**config.mk**
```make
export PLATFORM = sky130hd
export DESIGN_NAME = enq_soh_frame_receiver_sum16
export DESIGN_NICKNAME = d
export VERILOG_FILES = /design/src/sv/esr_pkg.sv /design/src/sv/enq_soh_frame_receiver_sum16.sv /design/src/sv/esr_in_reg.sv /design/src/sv/esr_fsm.sv
export SDC_FILE = /design/constraint.sdc
export NUM_CORES = 1
export LEC_CHECK = 0
export BUFFER_PORTS_ARGS = -buffer_cell sky130_fd_sc_hd__buf_2
export CORE_UTILIZATION = 60
export CTS_CLUSTER_SIZE = 12
export DETAILED_ROUTE_END_ITERATION = 10
export GPL_ROUTABILITY_DRIVEN = 0
export PLACE_DENSITY = 0.8
export SKIP_LAST_GASP = 1
export SLEW_MARGIN = 20
export SYNTH_ARGS = -nofsm -noshare
export SYNTH_HDL_FRONTEND = slang
export SYNTH_SLANG_ARGS = --single-unit
```
**constraint.sdc**
```tcl
create_clock -name clk -period 4.08 [get_ports clk]
set_input_delay 1.02 -clock clk [delete_from_list [all_inputs] [get_ports clk]]
set_output_delay 1.02 -clock clk [all_outputs]
set_load 0.005 [all_outputs]
```
**src/sv/esr_pkg.sv**
```systemverilog
`default_nettype none
package esr_pkg;

  typedef struct packed {
    logic [1:0] func;
    logic [7:0] rx_byte;
  } in_item_t;

  typedef struct packed {
    logic       send_valid;
    logic [7:0] send_byte;
    logic       data_valid;
    logic [7:0] data_byte;
    logic [2:0] status;
  } out_item_t;

  typedef enum logic [2:0] {
    PH_IDLE,
    PH_WAIT_SOH,
    PH_CNT_HI,
    PH_CNT_LO,
    PH_PAYLOAD,
    PH_SUM_HI,
    PH_SUM_LO
  } phase_t;

  localparam logic [1:0] FUNC_START   = 2'd0;
  localparam logic [1:0] FUNC_BYTE    = 2'd1;
  localparam logic [1:0] FUNC_TIMEOUT = 2'd2;

  localparam logic [7:0] CH_SOH = 8'h01;
  localparam logic [7:0] CH_ENQ = 8'h05;
  localparam logic [7:0] CH_ACK = 8'h06;
  localparam logic [7:0] CH_NAK = 8'h15;

  localparam logic [2:0] ST_BUSY        = 3'd0;
  localparam logic [2:0] ST_GOOD        = 3'd1;
  localparam logic [2:0] ST_BAD_SUM     = 3'd2;
  localparam logic [2:0] ST_NAK_RX      = 3'd3;
  localparam logic [2:0] ST_TIMEOUT     = 3'd4;
  localparam logic [2:0] ST_TOO_LARGE   = 3'd5;
  localparam logic [2:0] ST_PAY_TIMEOUT = 3'd6;

  localparam logic [15:0] MAX_COUNT_RESET = 16'd518;

endpackage
`default_nettype wire

```
**src/sv/enq_soh_frame_receiver_sum16.sv**
```systemverilog
// Receiving side of an ENQ/SOH framed link with a 16-bit additive checksum.
// Input channel (in_valid/in_ready/in_item): one item per start request,
// received line byte or receive timeout. Output channel (out_valid/
// out_ready/out_item): exactly one result item per input item, in order,
// carrying the control byte to send, the forwarded payload byte and status.
// cfg_we/cfg_wdata write max_count (reset 518); write only while idle.
// Path: an accepted item lands in the input register, and its result is then
// registered in the result register, which drives out_valid and out_item.
// Throughput is one item per cycle while out_ready stays high, set by the
// combinational phase/checksum update between the input and result
// registers.
// Reset: both pipeline registers empty, phase idle, counters and sum zero,
// max_count back to 518.
// Stall: when out_ready is low the result register holds; the input
// register still takes one more item, after which in_ready drops until the
// result is taken.
`default_nettype none
module enq_soh_frame_receiver_sum16 (
  input  wire logic               clk,
  input  wire logic               rst,
  input  wire logic               cfg_we,
  input  wire logic [15:0]        cfg_wdata,
  input  wire logic               in_valid,
  output      logic               in_ready,
  input  wire esr_pkg::in_item_t  in_item,
  output      logic               out_valid,
  input  wire logic               out_ready,
  output      esr_pkg::out_item_t out_item
);
  import esr_pkg::*;

  logic     s_valid;
  logic     s_ready;
  in_item_t s_item;

  esr_in_reg u_in_reg (
    .clk      (clk),
    .rst      (rst),
    .in_valid (in_valid),
    .in_ready (in_ready),
    .in_item  (in_item),
    .s_valid  (s_valid),
    .s_ready  (s_ready),
    .s_item   (s_item)
  );

  esr_fsm u_fsm (
    .clk       (clk),
    .rst       (rst),
    .cfg_we    (cfg_we),
    .cfg_wdata (cfg_wdata),
    .s_valid   (s_valid),
    .s_ready   (s_ready),
    .s_item    (s_item),
    .out_valid (out_valid),
    .out_ready (out_ready),
    .out_item  (out_item)
  );

endmodule
`default_nettype wire

```
**src/sv/esr_in_reg.sv**
```systemverilog
`default_nettype none
module esr_in_reg (
  input  wire logic             clk,
  input  wire logic             rst,
  input  wire logic             in_valid,
  output      logic             in_ready,
  input  wire esr_pkg::in_item_t in_item,
  output      logic             s_valid,
  input  wire logic             s_ready,
  output      esr_pkg::in_item_t s_item
);
  import esr_pkg::*;

  logic     valid;
  in_item_t item;

  assign in_ready = !valid || s_ready;
  assign s_valid  = valid;
  assign s_item   = item;

  always_ff @(posedge clk) begin
    if (rst) begin
      valid <= 1'b0;
    end else if (in_ready) begin
      valid <= in_valid;
    end
  end

  always_ff @(posedge clk) begin
    if (in_valid && in_ready) begin
      item <= in_item;
    end
  end

endmodule
`default_nettype wire

```
**src/sv/esr_fsm.sv**
```systemverilog
`default_nettype none
module esr_fsm (
  input  wire logic              clk,
  input  wire logic              rst,
  input  wire logic              cfg_we,
  input  wire logic [15:0]       cfg_wdata,
  input  wire logic              s_valid,
  output      logic              s_ready,
  input  wire esr_pkg::in_item_t s_item,
  output      logic              out_valid,
  input  wire logic              out_ready,
  output      esr_pkg::out_item_t out_item
);
  import esr_pkg::*;

  logic [15:0] max_count;
  phase_t      phase, phase_next;
  logic [15:0] frame_length, frame_length_next;
  logic [15:0] bytes_seen, bytes_seen_next;
  logic [15:0] running_sum, running_sum_next;
  logic [7:0]  sum_high_byte, sum_high_byte_next;
  out_item_t   res;
  out_item_t   item;
  logic        valid;
  logic        take;
  logic [15:0] len_full;

  assign s_ready   = !valid || out_ready;
  assign take      = s_valid && s_ready;
  assign out_valid = valid;
  assign out_item  = item;
  assign len_full  = {frame_length[15:8], s_item.rx_byte};

  always_comb begin
    phase_next         = phase;
    frame_length_next  = frame_length;
    bytes_seen_next    = bytes_seen;
    running_sum_next   = running_sum;
    sum_high_byte_next = sum_high_byte;
    res                = '0;
    res.status         = ST_BUSY;
    case (s_item.func)
      FUNC_START: begin
        res.send_valid = 1'b1;
        res.send_byte  = CH_ENQ;
        phase_next     = PH_WAIT_SOH;
      end
      FUNC_TIMEOUT: begin
        if (phase == PH_WAIT_SOH || phase == PH_CNT_HI || phase == PH_CNT_LO) begin
          res.send_valid = 1'b1;
          res.send_byte  = CH_NAK;
          res.status     = ST_TIMEOUT;
          phase_next     = PH_IDLE;
        end else if (phase != PH_IDLE) begin
          res.send_valid = 1'b1;
          res.send_byte  = CH_NAK;
          res.status     = ST_PAY_TIMEOUT;
          phase_next     = PH_WAIT_SOH;
        end
      end
      FUNC_BYTE: begin
        unique case (phase)
          PH_WAIT_SOH: begin
            if (s_item.rx_byte == CH_SOH) begin
              phase_next = PH_CNT_HI;
            end else if (s_item.rx_byte == CH_NAK) begin
              res.status = ST_NAK_RX;
              phase_next = PH_IDLE;
            end
          end
          PH_CNT_HI: begin
            frame_length_next = {s_item.rx_byte, 8'h00};
            phase_next        = PH_CNT_LO;
          end
          PH_CNT_LO: begin
            frame_length_next = len_full;
            running_sum_next  = '0;
            bytes_seen_next   = '0;
            if (len_full > max_count) begin
              res.send_valid = 1'b1;
              res.send_byte  = CH_NAK;
              res.status     = ST_TOO_LARGE;
              phase_next     = PH_IDLE;
            end else if (len_full == '0) begin
              phase_next = PH_SUM_HI;
            end else begin
              phase_next = PH_PAYLOAD;
            end
          end
          PH_PAYLOAD: begin
            res.data_valid   = 1'b1;
            res.data_byte    = s_item.rx_byte;
            running_sum_next = running_sum + {8'h00, s_item.rx_byte};
            bytes_seen_next  = bytes_seen + 16'd1;
            if (bytes_seen_next >= frame_length) begin
              phase_next = PH_SUM_HI;
            end
          end
          PH_SUM_HI: begin
            sum_high_byte_next = s_item.rx_byte;
            phase_next         = PH_SUM_LO;
          end
          PH_SUM_LO: begin
            res.send_valid = 1'b1;
            if ({sum_high_byte, s_item.rx_byte} == running_sum) begin
              res.send_byte = CH_ACK;
              res.status    = ST_GOOD;
              phase_next    = PH_IDLE;
            end else begin
              res.send_byte = CH_NAK;
              res.status    = ST_BAD_SUM;
              phase_next    = PH_WAIT_SOH;
            end
          end
          default: begin
          end
        endcase
      end
      default: begin
      end
    endcase
  end

  always_ff @(posedge clk) begin
    if (rst) begin
      max_count <= MAX_COUNT_RESET;
    end else if (cfg_we) begin
      max_count <= cfg_wdata;
    end
  end

  always_ff @(posedge clk) begin
    if (rst) begin
      phase         <= PH_IDLE;
      frame_length  <= '0;
      bytes_seen    <= '0;
      running_sum   <= '0;
      sum_high_byte <= '0;
    end else if (take) begin
      phase         <= phase_next;
      frame_length  <= frame_length_next;
      bytes_seen    <= bytes_seen_next;
      running_sum   <= running_sum_next;
      sum_high_byte <= sum_high_byte_next;
    end
  end

  always_ff @(posedge clk) begin
    if (rst) begin
      valid <= 1'b0;
    end else if (s_ready) begin
      valid <= s_valid;
    end
  end

  always_ff @(posedge clk) begin
    if (take) begin
      item <= res;
    end
  end

endmodule
`default_nettype wire

```
==> results of run 1 <==
## report_power, final
| part | total, mW | internal, mW | switching, mW |
|---|---|---|---|
| clock | 0.609 | 0.232 | 0.376 |
| combinational | 0.141 | 0.0544 | 0.0865 |
| sequential | 1.09 | 1.07 | 0.0244 |
| total | 1.84 | 1.36 | 0.487 |
## stage by stage
step | util | instance area (µm²)
2_1_floorplan | - | 5820
3_3_place_gp | 0.657 | 6130
3_5_place_dp | 0.657 | 6130
4_1_cts | 0.677 | 6310
5_1_grt | 0.677 | 6310
6_report | 0.677 | 6310
## Yosys cell counts, types with 6 or more instances
cell      count
xnor2_1      20
buf_4         6
nand3b_1      6
a31oi_1       6
a21oi_1      46
dfxtp_1      77
nand2_1      40
clkbuf_1     19
a22oi_1      10
inv_1        47
edfxtp_1     26
ha_1         46
nor2_1       72
o21ai_1      18
o21ai_0       7
and2_1       10
mux2i_1      20
nand4_1      14
nor3_1       10
nand3_1      29
xor2_1       15
o21a_1        6
nor4_1        6
## path summary, 6_finish.rpt
check | startpoint | end | slack (ps)
setup / recovery | u_fsm.bytes_seen[0]$_SDFFE_PP0P_ | u_fsm.phase[2]$_SDFFE_PP0P_ | 530
hold reg to reg | u_fsm.frame_length[1]$_SDFFE_PP0P_ | u_fsm.frame_length[1]$_SDFFE_PP0P_ | 460
setup reg to reg | u_fsm.bytes_seen[0]$_SDFFE_PP0P_ | u_fsm.phase[2]$_SDFFE_PP0P_ | 530
hold / removal | u_fsm.frame_length[1]$_SDFFE_PP0P_ | u_fsm.frame_length[1]$_SDFFE_PP0P_ | 460
## cell families (layout without fill, tap and decap cells)
group / after synthesis / after routing / synth area share
simple gates: 231 / 231 / 0.207
other cells: 1 / 4 / 0.000646
fa+ha+maj: 47 / 47 / 0.103
compound gates: 126 / 126 / 0.147
flops: 103 / 103 / 0.400
mux: 20 / 20 / 0.0345
xor+xnor: 35 / 35 / 0.0528
buf+inv: 79 / 119 / 0.0558
## cell type report
class	count	area share
Tap cell	129	0.0256
Clock buffer	10	0.0202
Timing Repair Buffer	56	0.0472
Clock inverter	6	0.00813
Sequential cell	103	0.368
Inverter	47	0.0280
Multi-Input combinational cell	463	0.503
## worst max-delay path, stage by stage, from the launching register on
cell and delay (ps):
dfxtp_1 440, ha_1 290, nand2_1 110, nor3_1 520, nand3_1 190, xnor2_1 290, ha_1 310, a21oi_1 270
o2111ai_4 170, a2111oi_4 330, o41a_2 240, nor3_1 80, a31o_1 220
## metal layers
metal  GRT usage  vias up
li1            -     2340
met3      0.0585       33
met1       0.349     2297
met2       0.491      178
met4       0.116        0
met5           0        -
## state kept, by name (all words and copies together) (netlist names)
name,flops
u_fsm.bytes_seen,16
u_fsm.frame_length,16
u_fsm.max_count,16
u_fsm.out_item,16
u_fsm.running_sum,16
u_in_reg.s_item,10
u_fsm.sum_high_byte,8
u_fsm.phase,3
u_fsm.out_valid,1
u_in_reg.s_valid,1
==> results.json, run 1 <==
{
  "status": "complete, no violations",
  "whs_path_depth": 2,
  "firstDrtPassIters": 5,
  "syn_area_mm2": 0.00581,
  "ys_types": 68,
  "wl_met2_um": 6780,
  "final-max-slew-violation-count": 0,
  "cts_buffers": 9,
  "met3_length_um": 835,
  "drc": 0,
  "clkSinkCount": 103,
  "finalCritPeriodShare": 0.870,
  "ant_nets": 0,
  "drive_above_1_share": 0.131,
  "grt_remaining_overflow": 0,
  "grt_max_degree": 39,
  "core_mm2": 0.00933,
  "synth_seq_area_share": 0.400,
  "synth-edff-count": 26,
  "startpoint_type": "flip-flop",
  "grt_pass1_vias": 4757,
  "cts_hold_buffers": 0,
  "drtIter0Drc": 377,
  "clockBufferDepth": 2,
  "top_layer": "met4",
  "synth_area_leader_cell": "dfxtp_1",
  "vias_per_cell": 5.96,
  "nets": 758,
  "hp-class": "flip-flop to flip-flop",
  "multi_input_area_mm2": 0.00317,
  "wl_met1_um": 5670,
  "p_leak_nw": 2.60,
  "syn_area_per_cell_um2": 9.05,
  "clkSlewWorstSetupHoldPaths_ps": 110,
  "track_usage": 0.285,
  "wire_per_inst_um": 16.8,
  "dp_cells": 798,
  "ff2ff_path_depth": 12,
  "die-area_mm2": 0.0101,
  "num_antenna_cells": 0,
  "synthFlopType": "dfxtp_1",
  "grt_pass1_wl_um": 22400,
  "yosys_warnings": 0,
  "vdd.ir_drop.worst_mv": 0.223,
  "cts.repair.resized": 0,
  "clk_latency_ps": 380,
  "fill_cells": 757,
  "layout.cells.most_common": "dfxtp_1",
  "rows": 35,
  "numPortBuffers": 49,
  "cp_max_fo": 6,
  "syn_inst": 642,
  "yosys.area.top_type_share": 0.265,
  "antenna_found_initial": 0,
  "cts_max_level": 3,
  "fin_ws_ps": 530,
  "finalHoldViolCount": 0,
  "setup_viol": 0,
  "finalPower_mw": 1.84,
  "skew_ps": 19.0,
  "die_h_um": 100,
  "drv_cap": 0,
  "critPathArrivalTime_ps": 3840,
  "synth.area.top_cells": "dfxtp_1 27%, edfxtp_1 13%, ha_1 9.9%",
  "initial_core_util": 0.623,
  "slew_headroom": 0.473,
  "ys_ff_latch": 103,
  "powerDensity_mw_per_mm2": 292,
  "cts_setup_buffers": 0,
  "dpl_worst_slack_ps": 637,
  "num_vias": 4848,
  "rsz0062_at_grt": "false",
  "dp_hpwl_um": 9900,
  "io_pins": 54,
  "drt-total-wl_um": 13700,
  "clock.fmax_mhz": 282,
  "required_ps": 4370,
  "period_needed_ps": 3550,
  "setup-tns-final_ps": 0,
  "cts_tree": "done",
  "end_kind": "flip-flop",
  "seq_area_mm2": 0.00232,
  "stdcell_count": 814,
  "tightest_slew_ps": 780,
  "die_w_um": 100,
  "clockRootBuffer": "clkbuf_8",
  "async_flop_share": 0,
  "path_class": "flip-flop to flip-flop",
  "hold-worst-slack_ps": 461,
  "mostFrequentLayoutCells": "77 x dfxtp_1, 72 x nor2_1, 49 x buf_2, 47 x inv_1",
  "area_growth_pct": 8.64
}
(Power assumes the default switching activity.)
==> run 2, diff against run 1 <==
Settings changed: ABC_AREA from default to 1, PLACE_DENSITY 0.8 to 0.81.
==> run 2 against run 1 <==
  * Via count increased by 5.0%
  * Count of clock-buffer cells in the layout decreased by 1
  * Synthesized cell count increased by 16%
  * Critical path type unchanged
  * Utilization decreased by 0.24 points
  * Critical endpoint is now u_fsm.phase[0]$_SDFFE_PP0P_
  * Clock skew decreased by 7.7 ps
==> results.json, run 2 <==
{
  "numPortBuffers": 49,
  "share_comb_of_total_power": 0.088,
  "die-area_mm2": 0.00986,
  "yosys.area.top_type_share": 0.271,
  "synthFlopType": "dfxtp_1",
  "synth_common_cells": "152 x nand2_1, 105 x inv_1, 100 x a21oi_1",
  "switchingPower_mw": 0.526,
  "ys_ff_latch": 103,
  "grt_use_met2": 0.459,
  "cts_setup_buffers": 0,
  "firstDrtPassIters": 5,
  "whs_path_depth": 2,
  "drv_cap": 0,
  "syn_inst": 747,
  "ys_types": 36,
  "sw_frac_of_total": 0.269,
  "syn_area_mm2": 0.00568,
  "synth_area_leader_cell": "dfxtp_1",
  "worst_path_largest_cell_delay_ps": 410,
  "track_usage": 0.281,
  "syn_area_per_cell_um2": 7.60,
  "yosysMostFrequentCell": "nand2_1",
  "crit_slowest_cell": "dfxtp_1",
  "pwr-share-seq": 0.562,
  "cts.repair.resized": 0,
  "area_growth_pct": 9.17,
  "ff2ff_setup_slack_ps": 1060,
  "use_met3": 0.0548,
  "cts_tree": "done",
  "rsz0062_at_grt": "false",
  "status": "complete, no violations",
  "drtIter0Drc": 305,
  "p_int_mw": 1.43,
  "grt_max_degree": 39,
  "crit_chain": "ha_1 > nand3_1 > inv_1 > nand3_1 > nor2_1 > nand2_1 > nor3_2 > nand4_1 > and2_1 > ha_1 > nand2_1 > nor3_1 > nand3_1 > nand4_1 > nand2_1 > inv_1 > nand3_1 > nand2_1 > inv_1",
  "mostFrequentLayoutCells": "152 x nand2_1, 105 x inv_1, 100 x a21oi_1, 77 x dfxtp_1, 49 x buf_2",
  "fill_cells": 773,
  "grt_pass1_vias": 4892,
  "vias_per_cell": 5.61,
  "path_class": "flip-flop to flip-flop",
  "rows": 35,
  "die_h_um": 99.3,
  "crit_family": "simple AND/OR/NAND/NOR gates",
  "io_pins": 54,
  "grt_pass1_wl_um": 22100,
  "skew_ps": 11.3,
  "clockBufferDepth": 2,
  "cts_hold_buffers": 0,
  "grt-busiest-layer": "met2",
  "setup_viol": 0,
  "num_antenna_cells": 0,
  "hp-class": "flip-flop to flip-flop",
  "initial_core_util": 0.618,
  "clk_latency_ps": 380,
  "clockRootBuffer": "clkbuf_8",
  "async_flop_share": 0,
  "vdd.ir_drop.worst_mv": 0.283,
  "p_leak_nw": 2.75,
  "finalPower_mw": 1.96,
  "synth-edff-count": 26,
  "cts_max_level": 3,
  "drc": 0,
  "synth.area.top_cells": "dfxtp_1 27%, edfxtp_1 14%, ha_1 10%",
  "drive_above_1_share": 0.113,
  "path_buf_inv": 3,
  "finalCritPeriodShare": 0.741,
  "drt-total-wl_um": 13300,
  "cts_buffers": 9,
  "clockPowerShare": 0.350,
  "clock.fmax_mhz": 331,
  "slew_headroom": 0.386,
  "num_vias": 5088,
  "required_ps": 4360,
  "ant_nets": 0,
  "yosys_warnings": 0,
  "die_w_um": 99.3,
  "finalHoldViolCount": 0,
  "clkSlewWorstSetupHoldPaths_ps": 110,
  "setup-tns-final_ps": 0,
  "grt_remaining_overflow": 0,
  "critPathArrivalTime_ps": 3300,
  "tightest_slew_ps": 917,
  "core_mm2": 0.00920,
  "r2r-end": "u_fsm.phase[0]$_SDFFE_PP0P_",
  "r2r-start": "u_fsm.bytes_seen[0]$_SDFFE_PP0P_",
  "powerDensity_mw_per_mm2": 316,
  "worstSetupPathDepth": 19,
  "antenna_found_initial": 0,
  "wire_per_inst_um": 14.6,
  "nets": 869,
  "startpoint_type": "flip-flop",
  "end_kind": "flip-flop",
  "met1_usage": 0.360,
  "cp_max_fo": 5,
  "clkSinkCount": 103,
  "layout.cells.most_common": "nand2_1",
  "dp_hpwl_um": 9890,
  "final-max-slew-violation-count": 0,
  "period_needed_ps": 3020,
  "startpoint": "u_fsm.bytes_seen[0]$_SDFFE_PP0P_",
  "worstSetupEndpoint": "u_fsm.phase[0]$_SDFFE_PP0P_",
  "synth_seq_area_share": 0.409,
  "ff2ff_path_depth": 19
}
## run 2: power groups by stage
stage | Combinational, mW | Sequential (mW) | Clock [mW]
finish | 0.172 | 1.10 | 0.685
global placement | 0.161 | 1.12 | 0
detailed placement | 0.170 | 1.12 | 0
global route | 0.194 | 1.10 | 0.731
floorplan | 0.118 | 1.11 | 0
CTS | 0.171 | 1.10 | 0.692
## run 2: how the worst min path moves through the flow
stage,startpoint,slack (ps),to
after floorplan,u_fsm.max_count[10]$_SDFFE_PP0P_,440,u_fsm.max_count[10]$_SDFFE_PP0P_
after global placement,u_fsm.max_count[3]$_SDFFE_PP0P_,450,u_fsm.max_count[3]$_SDFFE_PP0P_
after detailed placement,u_fsm.max_count[4]$_SDFFE_PP0P_,460,u_fsm.max_count[4]$_SDFFE_PP0P_
after CTS,u_fsm.max_count[4]$_SDFFE_PP0P_,470,u_fsm.max_count[4]$_SDFFE_PP0P_
after global routing,u_fsm.max_count[4]$_SDFFE_PP0P_,480,u_fsm.max_count[4]$_SDFFE_PP0P_
final,u_fsm.max_count[4]$_SDFFE_PP0P_,470,u_fsm.max_count[4]$_SDFFE_PP0P_
## run 2: final cells by class
| type | instances | area (µm²) | area share |
|---|---|---|---|
| Clock inverter | 7 | 88.8 | 0.0143 |
| Tap cell | 111 | 139 | 0.0224 |
| Multi-Input combinational cell | 515 | 2850 | 0.459 |
| Sequential cell | 103 | 2320 | 0.375 |
| Timing Repair Buffer | 52 | 268 | 0.0432 |
| Inverter | 110 | 413 | 0.0666 |
| Clock buffer | 9 | 124 | 0.0200 |
## run 2: kinds of logic after synthesis
family	after synthesis	synth area share
fa+ha+maj	47	0.105
simple gates	293	0.228
buf+inv	132	0.0921
flops	103	0.409
other cells	1	0.000660
compound gates	156	0.142
xor+xnor	15	0.0231
## run 2: routing by layer
layer | part of all wire | vias up
li1 | - | 2533
met1 | 0.43 | 2293
met2 | 0.47 | 220
met3 | 0.077 | 42
met4 | 0.032 | 0
met5 | 0 | -
## run 2: metrics by stage
stage / utilization / setup WS (ps) / instances / instance area, µm² / hold WS [ps]
final: 0.674 / 1060 / 907 / 6200 / 468
after global routing: 0.674 / 752 / 907 / 6200 / 484
after CTS: 0.674 / 1090 / 907 / 6200 / 473
after detailed placement: 0.651 / 1130 / 891 / 5990 / 458
after global placement: 0.651 / 1190 / 891 / 5990 / 451
after floorplan: - / 1510 / 750 / 5690 / 437
## run 2: worst reg2reg max path, delay by kind of cell, from the launching register on
| kind | cells | cell delay [ps] |
|---|---|---|
| flip-flops | 1 | 410 |
| AND/OR/NAND/NOR | 14 | 1830 |
| buffers and inverters | 3 | 240 |
| adder cells (fa/ha/maj) | 2 | 480 |
==> run 3, diff against run 2 <==
Clock period 4.08 ns to 3 ns, I/O delays scaled along.
==> run 3 against run 2 <==
  * Power rose by 32%
  * Count of clock-buffer cells in the layout rose by 1
  * Sequential share of layout area fell by 0.19 points
  * Global-route usage fell by 0.33 points
  * Fmax rose by 4.7%
  * Critical path depth rose by 1
  * Combinational power rose by 37%
  * Clock power rose by 25%
  * Cell area rose by 0.73%
  * Wire length fell by 1.1%
  * Non-clock buffer count rose by 6
  * First-iteration DRC count rose by 45%
  * Critical endpoint unchanged
  * Largest power group unchanged
==> results.json, run 3 (synthesis results as in run 2) <==
{
  "status": "complete, no violations",
  "clkSlewWorstSetupHoldPaths_ps": 110,
  "skew_ps": 15.9,
  "drc": 0,
  "io_pins": 54,
  "area_growth_pct": 9.96,
  "num_antenna_cells": 0,
  "end_kind": "flip-flop",
  "cts_hold_buffers": 0,
  "die_h_um": 99.3,
  "mostFrequentLayoutCells": "150 x nand2_1, 105 x inv_1, 100 x a21oi_1, 75 x dfxtp_1, 49 x buf_2",
  "dpl_worst_slack_ps": 88.2,
  "finalHoldViolCount": 0,
  "layout.cells.most_common": "nand2_1",
  "firstDrtPassIters": 6,
  "hp-class": "flip-flop to flip-flop",
  "slew_headroom": 0.432,
  "die-area_mm2": 0.00986,
  "num_vias": 5143,
  "numPortBuffers": 49,
  "grt_pass1_vias": 4736,
  "cts_tree": "done",
  "track_usage": 0.278,
  "final-max-slew-violation-count": 0,
  "drive_above_1_share": 0.127,
  "tightest_slew_ps": 849,
  "finalCritPeriodShare": 0.963,
  "nets": 875,
  "path_class": "flip-flop to flip-flop",
  "setup_viol": 0,
  "cts_buffers": 9,
  "antenna_found_initial": 0,
  "grt_remaining_overflow": 0,
  "placed_area_mm2": 0.00602,
  "grt_pass1_wl_um": 21800,
  "grt_max_degree": 38,
  "powerDensity_mw_per_mm2": 414,
  "die_w_um": 99.3,
  "clock.fmax_mhz": 346,
  "cp_max_fo": 5,
  "required_ps": 3280,
  "drtIter0Drc": 442,
  "critPathArrivalTime_ps": 3170,
  "drv_cap": 0,
  "vias_per_cell": 5.63,
  "rows": 35,
  "p_leak_nw": 2.77,
  "clockBufferDepth": 2,
  "clk_latency_ps": 380,
  "clkSinkCount": 103,
  "wire_per_inst_um": 14.4,
  "period_needed_ps": 2890,
  "drt-total-wl_um": 13100,
  "dp_hpwl_um": 9920,
  "clockRootBuffer": "clkbuf_8",
  "fin_ws_ps": 112,
  "initial_core_util": 0.618,
  "core_mm2": 0.00920,
  "final_area_mm2": 0.00624,
  "vdd.ir_drop.worst_mv": 0.280,
  "startpoint_type": "flip-flop",
  "ant_nets": 0,
  "cts_max_level": 3
}
==> run 3: cell types whose count changed in the layout (fill, tap and decap cells not counted), moves of 2 or more <==
cell     previous run  this run
nand2_2             5         7
buf_4               3         9
nand2_1           152       150
dfxtp_1            77        75
==> run 3: repair_timing <==
action                     in CTS  in global routing
buffers inserted                0                  2
setup endpoints to repair       0                  3
gates resized for setup         0                  8
==> run 3: layout make-up <==
type / count / area [µm²]
fill: 744 / 2950
multi-input combinational: 515 / 2860
sequential: 103 / 2330
inverter: 110 / 413
timing repair buffer: 58 / 313
tap: 111 / 139
clock buffer: 10 / 128
clock inverter: 6 / 62.6
==> run 3: metrics by stage <==
step	utilization	setup TNS, ps	cells	total power [mW]	hold slack, ps
2_1_floorplan	-	0	750	1.67	437
3_5_place_dp	0.654	0	895	1.76	456
5_1_grt	0.679	-75.1	913	2.69	489
3_3_place_gp	0.654	0	895	1.75	450
6_report	0.679	0	913	2.58	469
4_1_cts	0.675	0	911	2.59	472
==> run 3: report_power, final <==
part / switching, mW / internal (mW) / leakage [nW] / total [mW]
logic: 0.153 / 0.0827 / 1.80 / 0.236
registers: 0.0324 / 1.46 / 0.876 / 1.49
clock network: 0.530 / 0.325 / 0.0961 / 0.854
==> run 3: metal layers <==
metal,global-route usage,wire (µm),vias to the layer above
met4,0.115,397,0
met5,0,0,-
met3,0.0478,910,33
met1,0.359,5820,2345
met2,0.462,5990,210
li1,-,-,2555
==> run 3: worst max-delay path, cell delays in order, from the launching register on <==
cell	delay, ps
dfxtp_4	370
ha_2	180
nand3_1	110
inv_1	110
nand3_2	90
nor2_1	110
nand2_1	100
nor3_2	230
nand2_1	100
nand2_1	90
inv_1	60
ha_1	280
nand4_1	100
nor3_2	260
nand3_1	110
nand4_1	130
nand2_2	90
inv_1	80
nand3_1	70
nand2_1	60
inv_1	40
==> run 3: worst paths after layout <==
| check | slack [ps] | endpoint | depth (start not counted) | startpoint |
|---|---|---|---|---|
| min | 470 | u_fsm.max_count[4]$_SDFFE_PP0P_ | 2 | u_fsm.max_count[4]$_SDFFE_PP0P_ |
| max reg2reg | 110 | u_fsm.phase[0]$_SDFFE_PP0P_ | 20 | u_fsm.bytes_seen[0]$_SDFFE_PP0P_ |
| max | 110 | u_fsm.phase[0]$_SDFFE_PP0P_ | 20 | u_fsm.bytes_seen[0]$_SDFFE_PP0P_ |
| min reg2reg | 470 | u_fsm.max_count[4]$_SDFFE_PP0P_ | 2 | u_fsm.max_count[4]$_SDFFE_PP0P_ |
